===== src/rtl/bqeq_pkg.sv =====
// Shared widths, register codes and history layout for the multichannel biquad core.
// No dependencies; imported by multichannel_biquad_eq_filter_core.
package bqeq_pkg;

	localparam int MAX_CHANNELS = 6;
	localparam int SAMPLE_BITS  = 24;
	localparam int COEF_BITS    = 32;
	localparam int COEF_FRAC    = COEF_BITS - 4;
	localparam int BIAS_BITS    = 4;
	localparam int MODE_BITS    = 2;
	localparam int CHAN_BITS    = 3;
	localparam int HADDR_BITS   = $clog2(MAX_CHANNELS);
	localparam int FSIZE_BITS   = CHAN_BITS + 1;
	localparam int NUM_COEFS    = 6;
	// five products of coef x sample, each at most 2^(S+C-2) in magnitude
	localparam int ACC_BITS     = SAMPLE_BITS + COEF_BITS + 2;
	localparam int PROD_BITS    = 2 * COEF_BITS;

	typedef logic signed [SAMPLE_BITS-1:0] sample_t;
	typedef logic signed [COEF_BITS-1:0]   coef_t;

	typedef enum logic [2:0] {
		REG_B0,
		REG_B1,
		REG_B2,
		REG_A1,
		REG_A2,
		REG_RECIP_A0,
		REG_BIAS,
		REG_MODE
	} cfg_reg_t;

	localparam logic [MODE_BITS-1:0] MODE_MONO     = 2'd0;
	localparam logic [MODE_BITS-1:0] MODE_STEREO   = 2'd1;
	localparam logic [MODE_BITS-1:0] MODE_SURROUND = 2'd2;

	localparam coef_t COEF_ONE =
		{{(COEF_BITS-COEF_FRAC-1){1'b0}}, 1'b1, {COEF_FRAC{1'b0}}};

	typedef struct packed {
		sample_t x1;
		sample_t x2;
		sample_t y1;
		sample_t y2;
	} hist_t;

	// Channels per frame for a mode, clipped to the history depth.
	function automatic logic [FSIZE_BITS-1:0] frame_size(input logic [MODE_BITS-1:0] mode);
		logic [FSIZE_BITS-1:0] size;
		unique case (mode)
			MODE_STEREO:   size = FSIZE_BITS'(2);
			MODE_SURROUND: size = FSIZE_BITS'(6);
			default:       size = FSIZE_BITS'(1);
		endcase
		if (size > FSIZE_BITS'(MAX_CHANNELS))
			size = FSIZE_BITS'(MAX_CHANNELS);
		return size;
	endfunction

endpackage


===== src/rtl/multichannel_biquad_eq_filter_core.sv =====
// Multichannel Direct Form I biquad core: sequencer, shared multiplier, history RAM.
// Depends on bqeq_pkg.
//
// One interleaved audio sample enters per item beat (1, 2 or 6 channels per frame, set by
// the REG_MODE register) and one filtered sample leaves per result beat, tagged with its channel,
// a frame-end flag and a copy of block_end_in. Each channel keeps x1, x2, y1, y2 in a
// six-entry history RAM with a registered read port; a per-entry valid bit makes a never
// written entry read as zero, so no clearing pass is needed after reset. A single 32x32
// signed multiplier forms b0*x, b1*x1, b2*x2, a1*y1, a2*y2 on successive cycles, the sum is
// rounded by 28 bits, multiplied by recip_a0, rounded again and saturated to 24 bits.
// Each item runs through the accept step (history read), five multiply steps, one round
// step, one scale multiply and one write-back step before the next item beat; the shared
// multiplier sets this sequence. A finished result sits in the output register,
// so the next item is taken while the previous result still waits; if the output register
// is still full at write-back, the core holds there. Configuration writes are always
// taken (cfg_ready is tied high) and must only be issued while the core is idle.
module multichannel_biquad_eq_filter_core (
	input  logic                                clk,
	input  logic                                arst_n,
	// configuration write channel
	input  logic                                cfg_valid,
	output logic                                cfg_ready,
	input  bqeq_pkg::cfg_reg_t                  cfg_index,
	input  logic [bqeq_pkg::COEF_BITS-1:0]      cfg_data,
	// sample item channel
	input  logic                                item_valid,
	output logic                                item_ready,
	input  logic signed [bqeq_pkg::SAMPLE_BITS-1:0] sample_in,
	input  logic                                block_end_in,
	// filtered result channel
	output logic                                result_valid,
	input  logic                                result_ready,
	output logic signed [bqeq_pkg::SAMPLE_BITS-1:0] sample_out,
	output logic [bqeq_pkg::CHAN_BITS-1:0]      channel_index,
	output logic                                frame_end,
	output logic                                block_end_out
);
	import bqeq_pkg::*;

	typedef enum logic [2:0] {
		ST_IDLE,
		ST_MAC,
		ST_RND,
		ST_SCALE,
		ST_OUT
	} state_t;

	localparam logic [2:0] LAST_STEP = 3'd4;
	localparam logic signed [ACC_BITS-1:0]  ACC_HALF  = ACC_BITS'(1) <<< (COEF_FRAC - 1);
	localparam logic signed [PROD_BITS-1:0] PROD_HALF = PROD_BITS'(1) <<< (COEF_FRAC - 1);
	localparam sample_t SAMPLE_MAX = {1'b0, {(SAMPLE_BITS-1){1'b1}}};
	localparam sample_t SAMPLE_MIN = {1'b1, {(SAMPLE_BITS-1){1'b0}}};

	// control state
	state_t                  state_q;
	logic [2:0]              step_q;
	logic [CHAN_BITS-1:0]    chan_cnt_q;
	logic                    bias_neg_q;
	logic [MAX_CHANNELS-1:0] hist_vld_q;
	logic                    rd_vld_q;

	// configuration registers
	coef_t                   coef_q [NUM_COEFS];
	logic [BIAS_BITS-1:0]    bias_mag_q;
	logic [MODE_BITS-1:0]    mode_q;

	// result register
	logic                    res_vld_q;
	sample_t                 res_sample_q;
	logic [CHAN_BITS-1:0]    res_chan_q;
	logic                    res_fend_q;
	logic                    res_blk_q;

	// datapath registers
	sample_t                 x_q;
	logic [CHAN_BITS-1:0]    ch_q;
	logic                    fend_q;
	logic                    blk_q;
	logic signed [ACC_BITS-1:0]  acc_q;
	logic signed [PROD_BITS-1:0] prod_s1;
	coef_t                   num_q;

	// history RAM
	hist_t                   hist_mem [MAX_CHANNELS];
	hist_t                   hist_rd_q;
	hist_t                   hist;
	hist_t                   hist_wdata;
	logic                    hist_we;
	logic                    hist_re;
	logic [HADDR_BITS-1:0]   rd_addr;
	logic [HADDR_BITS-1:0]   wr_addr;

	// combinational
	logic                    item_beat;
	logic                    out_free;
	logic [FSIZE_BITS-1:0]   fsize;
	logic [CHAN_BITS-1:0]    ch_sel;
	logic                    fend_sel;
	logic signed [SAMPLE_BITS:0] x_wide;
	sample_t                 x_sat;
	coef_t                   mul_a;
	coef_t                   mul_b;
	logic signed [PROD_BITS-1:0] mul_p;
	logic signed [ACC_BITS-1:0]  prod_term;
	logic signed [ACC_BITS-1:0]  rnd_sum;
	logic signed [ACC_BITS-1:0]  rnd_shift;
	logic signed [PROD_BITS-1:0] scale_sum;
	logic signed [PROD_BITS-1:0] y_wide;
	sample_t                 y_sat;

	assign cfg_ready  = 1'b1;
	assign item_ready = (state_q == ST_IDLE);
	assign item_beat  = item_valid && item_ready;
	assign out_free   = !res_vld_q || result_ready;

	// Pick the channel: a counter left beyond the frame by a mode change restarts at zero.
	assign fsize    = frame_size(mode_q);
	assign ch_sel   = ({1'b0, chan_cnt_q} < fsize) ? chan_cnt_q : '0;
	assign fend_sel = ({1'b0, ch_sel} == (fsize - FSIZE_BITS'(1)));

	// Add the anti-denormal bias with the current sign, then clamp to the sample range.
	always_comb begin
		if (bias_neg_q)
			x_wide = (SAMPLE_BITS+1)'(sample_in) - $signed({1'b0, {(SAMPLE_BITS-BIAS_BITS){1'b0}}, bias_mag_q});
		else
			x_wide = (SAMPLE_BITS+1)'(sample_in) + $signed({1'b0, {(SAMPLE_BITS-BIAS_BITS){1'b0}}, bias_mag_q});
		if (x_wide[SAMPLE_BITS] != x_wide[SAMPLE_BITS-1])
			x_sat = x_wide[SAMPLE_BITS] ? SAMPLE_MIN : SAMPLE_MAX;
		else
			x_sat = x_wide[SAMPLE_BITS-1:0];
	end

	// An entry never written since reset reads as all zero.
	assign hist = rd_vld_q ? hist_rd_q : '0;

	// Shared multiplier: one product per cycle, operands chosen by the sequencer state and step.
	always_comb begin
		if (state_q == ST_SCALE) begin
			mul_a = coef_q[REG_RECIP_A0];
			mul_b = num_q;
		end else begin
			case (step_q)
				3'd0: begin
					mul_a = coef_q[REG_B0];
					mul_b = COEF_BITS'(x_q);
				end
				3'd1: begin
					mul_a = coef_q[REG_B1];
					mul_b = COEF_BITS'(hist.x1);
				end
				3'd2: begin
					mul_a = coef_q[REG_B2];
					mul_b = COEF_BITS'(hist.x2);
				end
				3'd3: begin
					mul_a = coef_q[REG_A1];
					mul_b = COEF_BITS'(hist.y1);
				end
				default: begin
					mul_a = coef_q[REG_A2];
					mul_b = COEF_BITS'(hist.y2);
				end
			endcase
		end
	end

	assign mul_p     = mul_a * mul_b;
	assign prod_term = ACC_BITS'(prod_s1);

	// Numerator: fold in the last (feedback) product and round by the coefficient fraction.
	assign rnd_sum   = acc_q - prod_term + ACC_HALF;
	assign rnd_shift = rnd_sum >>> COEF_FRAC;

	// Output: round the scaled product and clamp to the sample range.
	assign scale_sum = prod_s1 + PROD_HALF;
	assign y_wide    = scale_sum >>> COEF_FRAC;
	always_comb begin
		if ((&y_wide[PROD_BITS-1:SAMPLE_BITS-1]) || !(|y_wide[PROD_BITS-1:SAMPLE_BITS-1]))
			y_sat = y_wide[SAMPLE_BITS-1:0];
		else
			y_sat = y_wide[PROD_BITS-1] ? SAMPLE_MIN : SAMPLE_MAX;
	end

	// Shift the history of the channel just filtered.
	assign hist_we    = (state_q == ST_OUT) && out_free;
	assign hist_re    = item_beat;
	assign rd_addr    = ch_sel[HADDR_BITS-1:0];
	assign wr_addr    = ch_q[HADDR_BITS-1:0];
	assign hist_wdata = '{x1: x_q, x2: hist.x1, y1: y_sat, y2: hist.y1};

	// Sequencer, configuration and result register.
	always_ff @(posedge clk or negedge arst_n) begin
		if (!arst_n) begin
			state_q      <= ST_IDLE;
			step_q       <= '0;
			chan_cnt_q   <= '0;
			bias_neg_q   <= 1'b0;
			hist_vld_q   <= '0;
			rd_vld_q     <= 1'b0;
			for (int i = 0; i < NUM_COEFS; i++)
				coef_q[i] <= (i == int'(REG_B0) || i == int'(REG_RECIP_A0)) ?
					COEF_ONE : '0;
			bias_mag_q   <= '0;
			mode_q       <= MODE_MONO;
			res_vld_q    <= 1'b0;
			res_sample_q <= '0;
			res_chan_q   <= '0;
			res_fend_q   <= 1'b0;
			res_blk_q    <= 1'b0;
		end else begin
			if (cfg_valid && cfg_ready) begin
				unique case (cfg_index)
					REG_B0, REG_B1, REG_B2, REG_A1, REG_A2, REG_RECIP_A0:
						coef_q[cfg_index] <= cfg_data;
					REG_BIAS: bias_mag_q <= cfg_data[BIAS_BITS-1:0];
					REG_MODE: mode_q     <= cfg_data[MODE_BITS-1:0];
					default: ;
				endcase
			end

			// drop the result once the consumer takes it, unless a new one lands now
			if (res_vld_q && result_ready && !hist_we)
				res_vld_q <= 1'b0;

			unique case (state_q)
				ST_IDLE: begin
					if (item_beat) begin
						rd_vld_q <= hist_vld_q[rd_addr];
						step_q   <= '0;
						state_q  <= ST_MAC;
						// advance the frame position; flip the bias sign after a full frame
						if (fend_sel) begin
							chan_cnt_q <= '0;
							bias_neg_q <= !bias_neg_q;
						end else begin
							chan_cnt_q <= ch_sel + CHAN_BITS'(1);
						end
					end
				end
				ST_MAC: begin
					if (step_q == LAST_STEP)
						state_q <= ST_RND;
					else
						step_q <= step_q + 3'd1;
				end
				ST_RND: begin
					state_q <= ST_SCALE;
				end
				ST_SCALE: begin
					state_q <= ST_OUT;
				end
				ST_OUT: begin
					// hold here until the result register is free
					if (out_free) begin
						hist_vld_q[wr_addr] <= 1'b1;
						res_vld_q    <= 1'b1;
						res_sample_q <= y_sat;
						res_chan_q   <= ch_q;
						res_fend_q   <= fend_q;
						res_blk_q    <= blk_q;
						state_q      <= ST_IDLE;
					end
				end
				default: state_q <= ST_IDLE;
			endcase
		end
	end

	// Datapath registers.
	always_ff @(posedge clk) begin
		if (item_beat) begin
			x_q    <= x_sat;
			ch_q   <= ch_sel;
			fend_q <= fend_sel;
			blk_q  <= block_end_in;
		end
		if (state_q == ST_MAC) begin
			prod_s1 <= mul_p;
			// accumulate the product issued on the previous step; a1*y1 subtracts
			if (step_q == 3'd0)
				acc_q <= '0;
			else if (step_q == LAST_STEP)
				acc_q <= acc_q - prod_term;
			else
				acc_q <= acc_q + prod_term;
		end
		if (state_q == ST_RND)
			num_q <= COEF_BITS'(rnd_shift);
		if (state_q == ST_SCALE)
			prod_s1 <= mul_p;
	end

	// History RAM: one write port, one registered read port.
	always_ff @(posedge clk) begin
		if (hist_we)
			hist_mem[wr_addr] <= hist_wdata;
		if (hist_re)
			hist_rd_q <= hist_mem[rd_addr];
	end

	assign result_valid  = res_vld_q;
	assign sample_out    = res_sample_q;
	assign channel_index = res_chan_q;
	assign frame_end     = res_fend_q;
	assign block_end_out = res_blk_q;

endmodule

===== config.mk =====
export PLATFORM = sky130hd
export DESIGN_NAME = multichannel_biquad_eq_filter_core
export DESIGN_NICKNAME = d
export VERILOG_FILES = /design/src/rtl/bqeq_pkg.sv /design/src/rtl/multichannel_biquad_eq_filter_core.sv
export SDC_FILE = /design/constraint.sdc
export NUM_CORES = 2
export LEC_CHECK = 0
export BUFFER_PORTS_ARGS = -buffer_cell sky130_fd_sc_hd__buf_4
export CAP_MARGIN = 20
export CORE_MARGIN = 5
export CORE_UTILIZATION = 60
export DETAILED_ROUTE_END_ITERATION = 12
export GPL_TIMING_DRIVEN = 0
export PLACE_DENSITY_LB_ADDON = 0.25
export RECOVER_POWER = 25
export SETUP_SLACK_MARGIN = 0.1
export SYNTH_ARGS = -nofsm -noshare
export SYNTH_HDL_FRONTEND = slang
export SYNTH_SLANG_ARGS = --single-unit

===== constraint.sdc =====
create_clock -name clk -period 25.4 [get_ports clk]
set_input_delay 2.54 -clock clk [delete_from_list [all_inputs] [get_ports clk]]
set_output_delay 2.54 -clock clk [all_outputs]
set_load 0.1 [all_outputs]

# --- Word level (Yosys, flattened, before mapping) ---
# Memory sizes are Yosys's and may differ from the RTL's. A register that Yosys moved wholly into a read port is not among the register bits.
# Cells that the tools add are included.
word_totals:
  wordCells: 133
  output_inout_bits: 32
  n_memories: 1
  rom_bits: 0
  regBits: 426
  latch_bits: 0
  ramBits: 576
  input_bits: 65
memory_table:
  columns: ["name", "words", "word_bits", "rd", "rd_clocked_by_memory_dff", "wr", "line_no", "source"]
  rows:
  - ["hist_mem", 6, 96, 1, 1, 1, "multichannel_biquad_eq_filter_core.sv:84", "hist_t hist_mem [MAX_CHANNELS];"]
classes:
  addsub: 9
  n_bitwise: 2
  shift: 0
  muxes: 36
  n_lt_le_gt_ge: 7
  n_reduce_logical: 28
  n_eq_ne: 23
  div: 0
  mul: 1
ops:
  columns: ["operator", "count"]
  rows:
  - ["case mux 32 bit (4 select lines)", 2]
  - ["bitwise mux 192 bit", 1]
  - ["two-way mux 64 bit", 2]
  - ["demux 32 bit (select 3 bit)", 1]
  - ["two-way mux 24 bit", 4]
  - ["two-way mux 32 bit", 3]
  - ["two-way mux 96 bit", 1]
  - ["adder 64 x 29 -> 64 bit, second input constant", 1]
  - ["multiplier 32 x 32 -> 64 bit", 1]
  - ["adder 58 x 29 -> 58 bit, second input constant", 1]
  - ["adder 58 bit", 1]
  - ["two-way mux 58 bit", 1]
  - ["subtractor 58 bit", 1]
  - ["adder 24 x 5 -> 25 bit", 1]
  - ["two-way mux 25 bit", 1]
  - ["subtractor 24 x 5 -> 25 bit", 1]
  - ["two-way mux 3 bit", 8]
  - ["equality test 3 x 2 -> 1 bit, second input constant", 6]
  - ["equality test 3 bit, second input constant", 6]
  - ["case mux 3 bit (5 select lines)", 1]
  - ["AND reduction 13 bit", 1]
  - ["OR reduction 13 bit", 1]
  - ["case mux 3 bit (2 select lines)", 2]
  - ["AND reduction 2 bit", 5]
  - ["other kinds (27)", 53]

# --- Depth between registers and ports, before layout ---
depth:
  depth_word: 8
  mapped_depth: 42

# --- Least setup slack after synthesis ---
# OpenSTA, ideal clock, no wires.
synth_timing:
  path_kind: "input-to-reg"
  start: "input port result_ready"
  end: "register hist_vld_q[1]"
  setup_time_ps: 127
  setup_slack_ps: 11477
  path_stages: 5
  required_ps: 25273
  t_arrival_ps: 13796
  n_path_buf: 1
  cell_sequence: "nand2b_1 > nand3_1 > clkbuf_1 > nor4b_1 > or2_2"
synth_via:
  elab_chain_cells: 2
synth_rtl:
  columns: ["element", "line_no", "source"]
  rows:
  - ["start: declaration", "multichannel_biquad_eq_filter_core.sv:32", "input logic result_ready,"]
  - ["logical OR 1 bit", "multichannel_biquad_eq_filter_core.sv:114", "assign out_free = !res_vld_q || result_ready;"]
  - ["AND reduction 2 bit (no line)", null, null]
  - ["end signal: assignment", "multichannel_biquad_eq_filter_core.sv:198", "hist_vld_q <= '0;"]
  - ["end signal: indexed assignment", "multichannel_biquad_eq_filter_core.sv:255", "hist_vld_q[wr_addr] <= 1'b1;"]
  - ["end: declaration", "multichannel_biquad_eq_filter_core.sv:59", "logic [MAX_CHANNELS-1:0] hist_vld_q;"]
# No other way between the ends.
# A chain may end at the register's enable or synchronous reset.

# --- Worst setup path after layout ---
layout_timing:
  start: "register state_q[2]"
  end: "register prod_s1[55], data pin"
layout_via:
  elab_chain_cells: 5
  elab_cells_between_ends: 6
  cone_classes: "1 x mul; 1 x eq/ne; 4 x mux"
layout_rtl:
  columns: ["element", "line_no", "source"]
  rows:
  - ["start: declaration", "multichannel_biquad_eq_filter_core.sv:55", "state_t state_q;"]
  - ["start signal: assignment", "multichannel_biquad_eq_filter_core.sv:194", "state_q <= ST_IDLE;"]
  - ["start signal: assignment", "multichannel_biquad_eq_filter_core.sv:230", "state_q <= ST_MAC;"]
  - ["start signal: assignment", "multichannel_biquad_eq_filter_core.sv:242", "state_q <= ST_RND;"]
  - ["equality test 3 x 2 -> 1 bit (*)", "multichannel_biquad_eq_filter_core.sv:138", "if (state_q == ST_SCALE) begin"]
  - ["two-way mux 32 bit", "multichannel_biquad_eq_filter_core.sv:138", null]
  - ["multiplier 32 x 32 -> 64 bit (*)", "multichannel_biquad_eq_filter_core.sv:167", "assign mul_p = mul_a * mul_b;"]
  - ["net mul_p[55]", "multichannel_biquad_eq_filter_core.sv:103", "logic signed [PROD_BITS-1:0] mul_p;"]
  - ["two-way mux 64 bit", "multichannel_biquad_eq_filter_core.sv:277", "if (state_q == ST_MAC) begin"]
  - ["two-way mux 64 bit (*)", "multichannel_biquad_eq_filter_core.sv:289", "if (state_q == ST_SCALE)"]
  - ["end signal: assignment", "multichannel_biquad_eq_filter_core.sv:278", "prod_s1 <= mul_p;"]
  - ["end signal: assignment", "multichannel_biquad_eq_filter_core.sv:290", "prod_s1 <= mul_p;"]
  - ["end: declaration", "multichannel_biquad_eq_filter_core.sv:80", "logic signed [PROD_BITS-1:0] prod_s1;"]
# The timed path passes the listed nets; every way through them passes the cells marked *. The select of a mux whose other input is x is not followed.

==> results.md <==
- Initial antenna violation count: 12
- Area leader, netlist: edfxtp_1
- Total Wirelength: slightly above 300 mm
- FFs w/ async S/R, synth: 0.223
- Max Fclk: between 60 and 70 MHz
- Final global-route overflow total: 0
- Actual slew at the worst max-slew pin: 3.06 ns
- Syn. warnings: 0
- Crit end category: register
- Minimum clock period: 14.93 ns
- Port Buffers: between 90 and 100
- Syn nets: 9756
- Nets: between 10000 and 15000
- Primary FF master, synth: edfxtp_1
- # setup viols final: 0
- Clock Skews: 0.0822 ns
- Seq/Total Area, Yosys: 0.364
- Relative slew slack: -1.04
- CP dominant cell by count: fa_1
- Vias in the first global route: between 60000 and 70000
- Largest buffer count on any clock path: 3
- Crit-path max FO: 33
- Slew Limit Fails: roughly 160
- Crit start category: register
- 1st-iter DRT viols: approximately 8000
- Cells after Synth: roughly 8300
- H-tree levels: 3
- Gpl congestion: around 1.1
- Synth unique cells: just under 100
- Cts bufs inserted: about 110
- Type of the tightest min-delay check: reg2reg
- Global-route wire length before repair: 443 mm
- GRT Util Overall: 0.400
- RSZ-0062 raised after global routing: no
- DRC: 0
- Synth Cell Area: between 80000 and 90000 sq um
- Num rows: between 100 and 150
- Count leader, synth: inv_1
- CP max stage cell: nor2b_1
- Post-DP HPWL: between 200 and 250 mm
- Avg Cell Area, Syn: 10.5 sq um
- Kind of critical path: reg2reg
- WL per Instance: just under 30 microns
- Ports: between 90 and 100
- Initial DRT Pass Iterations: 10
- Chip height: between 300 and 400 microns
- Antenna-violating nets left: 0
- Die Area: roughly 150000 sq um
- Hold_buf cts: 0
- Failing checks: capacitance limit, slew limit
- Vias: 67400
- Setup TNS: 0 ns
- Die X-Extent: 391 microns
- Synth top area share: 0.294
- WP data arrival: 15.42 ns
- Status: finished with violations
- CP Data Required Time: ~26 ns
- TritonCTS clock tree: built
- CTS clock-pin slew for the worst setup and hold paths: approximately 0.06 ns
- Clk_lat worst skew: 0.78 ns
- Initial Util: 0.602
- Clk sinks: 1098
- Final Cycle Share: 0.588
- Core ar.: approximately 150000 sq um
- Final hold vios: 0
- Max_cap viols: 4
- Slowest stage delay, CP: between 2 and 2.5 ns
- Commonest cells post-synth: inv_1, fa_1, nand2_1
- Largest net degree at the start of global routing: about 120
- Number of synthesized register bits: 1098
- Synth area leaders: edfxtp_1, fa_1, dfrtp_1
- Post-synth EDFFs: between 800 and 900
- Vias/cell: roughly 6.4
- Resize count post-CTS: 0
- CTS root buffer: clkbuf_16
- Share of cells above drive strength 1: 0.0786
- Area growth from synthesis to layout: 9.22%
- Setup bufs post-CTS: 0
-- registers in the layout, indices dropped and copies added, names as in the netlist, 4 cells and up --
signal      cells
hist_mem      576
coef_q        192
hist_rd_q      96
prod_s1        64
acc_q          58
num_q          30
sample_out     24
x_q            24
hist_vld_q      6
bias_mag_q      4
-- through the flow --
step           hold slack [ns]  cell area, sq um  instances   util  setup WS [ns]
5_1_grt                  0.432             95300      10600  0.657           9.86
3_3_place_gp             0.423             90400      10300  0.623           3.12
2_1_floorplan            0.415             87300       8273      -          11.48
3_5_place_dp             0.429             91500      10400  0.631          11.27
4_1_cts                  0.406             95100      10600  0.656          11.26
6_report                 0.411             95300      10600  0.657          10.47
-- per-layer routing --
metal	up-vias	share of wire	track usage
li1	28100	-	-
met1	33900	0.35	0.495
met2	4298	0.45	0.618
met3	1117	0.11	0.112
met4	2	0.088	0.269
met5	-	0.000043	0.00383
-- final timing paths --
kind / startpoint / to / slack [ns] / cells after the start
max: state_q[2] / prod_s1[55] / 10.47 / 30
min: fend_q / frame_end / 0.41 / 2
max reg2reg: state_q[2] / prod_s1[55] / 10.47 / 30
min reg2reg: fend_q / frame_end / 0.41 / 2
max in group asynchronous: arst_n / sample_out[20] / 20.53 / 3
min in group asynchronous: arst_n / coef_q[138] / 2.79 / 1
-- worst max-delay path: cells and delay by family, from the launching register on --
family                     cells  cell delay (ns)
AOI/OAI and AO/OA              9             3.99
xor gates and xnor gates       1             0.18
adders and majority gates      9             4.33
DFF                            1             0.45
buffers and inverters          7             2.12
and+or+nand+nor                4             3.54
-- cell families (layout without fill, tap and decap cells) --
group / count (synthesis) / after routing / share of synthesized area
DFF: 1098 / 1098 / 0.364
AOI/OAI and AO/OA: 1401 / 1401 / 0.104
adders and majority gates: 1422 / 1422 / 0.297
muxes: 228 / 228 / 0.0293
xor gates and xnor gates: 248 / 248 / 0.0250
and+or+nand+nor: 2280 / 2280 / 0.111
other: 1 / 11 / 0.0000430
buffers and inverters: 1595 / 1997 / 0.0691
-- placed cells by master, fill, tap and decap left out, types with 18 or more instances in the layout --
cell / Yosys / routed
nand4_1: 50 / 50
edfxtp_1: 853 / 853
dfrtp_1: 243 / 243
mux2_2: 221 / 221
nor3_1: 56 / 54
clkbuf_1: 392 / 425
nand3_1: 75 / 75
nor4_1: 27 / 25
o21a_1: 71 / 71
a22oi_1: 66 / 66
nor2b_1: 37 / 37
and2_0: 2 / 47
a211oi_1: 35 / 35
buf_6: 2 / 32
a21oi_1: 326 / 326
o221ai_1: 104 / 104
clkbuf_16: 0 / 108
clkbuf_8: 0 / 19
o22ai_1: 140 / 140
a222oi_1: 24 / 24
buf_1: 22 / 22
buf_4: 3 / 138
inv_1: 1153 / 1151
xnor2_1: 193 / 193
and2_1: 78 / 33
nor2_1: 887 / 886
o31ai_1: 21 / 21
ha_1: 335 / 335
fa_1: 1083 / 1083
xor2_1: 54 / 54
buf_2: 17 / 18
o21ai_1: 37 / 40
or2_2: 23 / 23
a31oi_1: 24 / 24
nand2b_1: 35 / 35
o21ai_0: 289 / 283
a21o_1: 80 / 80
nand2_1: 932 / 932
o21bai_1: 39 / 39
-- final cells by class --
type                    instances  area (sq um)
repair buffers                199          1870
diodes                         10          25.0
fillers                     11200         49700
clock buffers                 157          3070
inverters                    1159          4360
well taps                    1917          2400
multi-input cells            5580         49500
flip-flops and latches       1098         31700
clock inverters                46           618
plain buffers                 436          1680
Power is not shown: default switching activity piles up to over one toggle a cycle in this logic, so the estimate is an artifact.
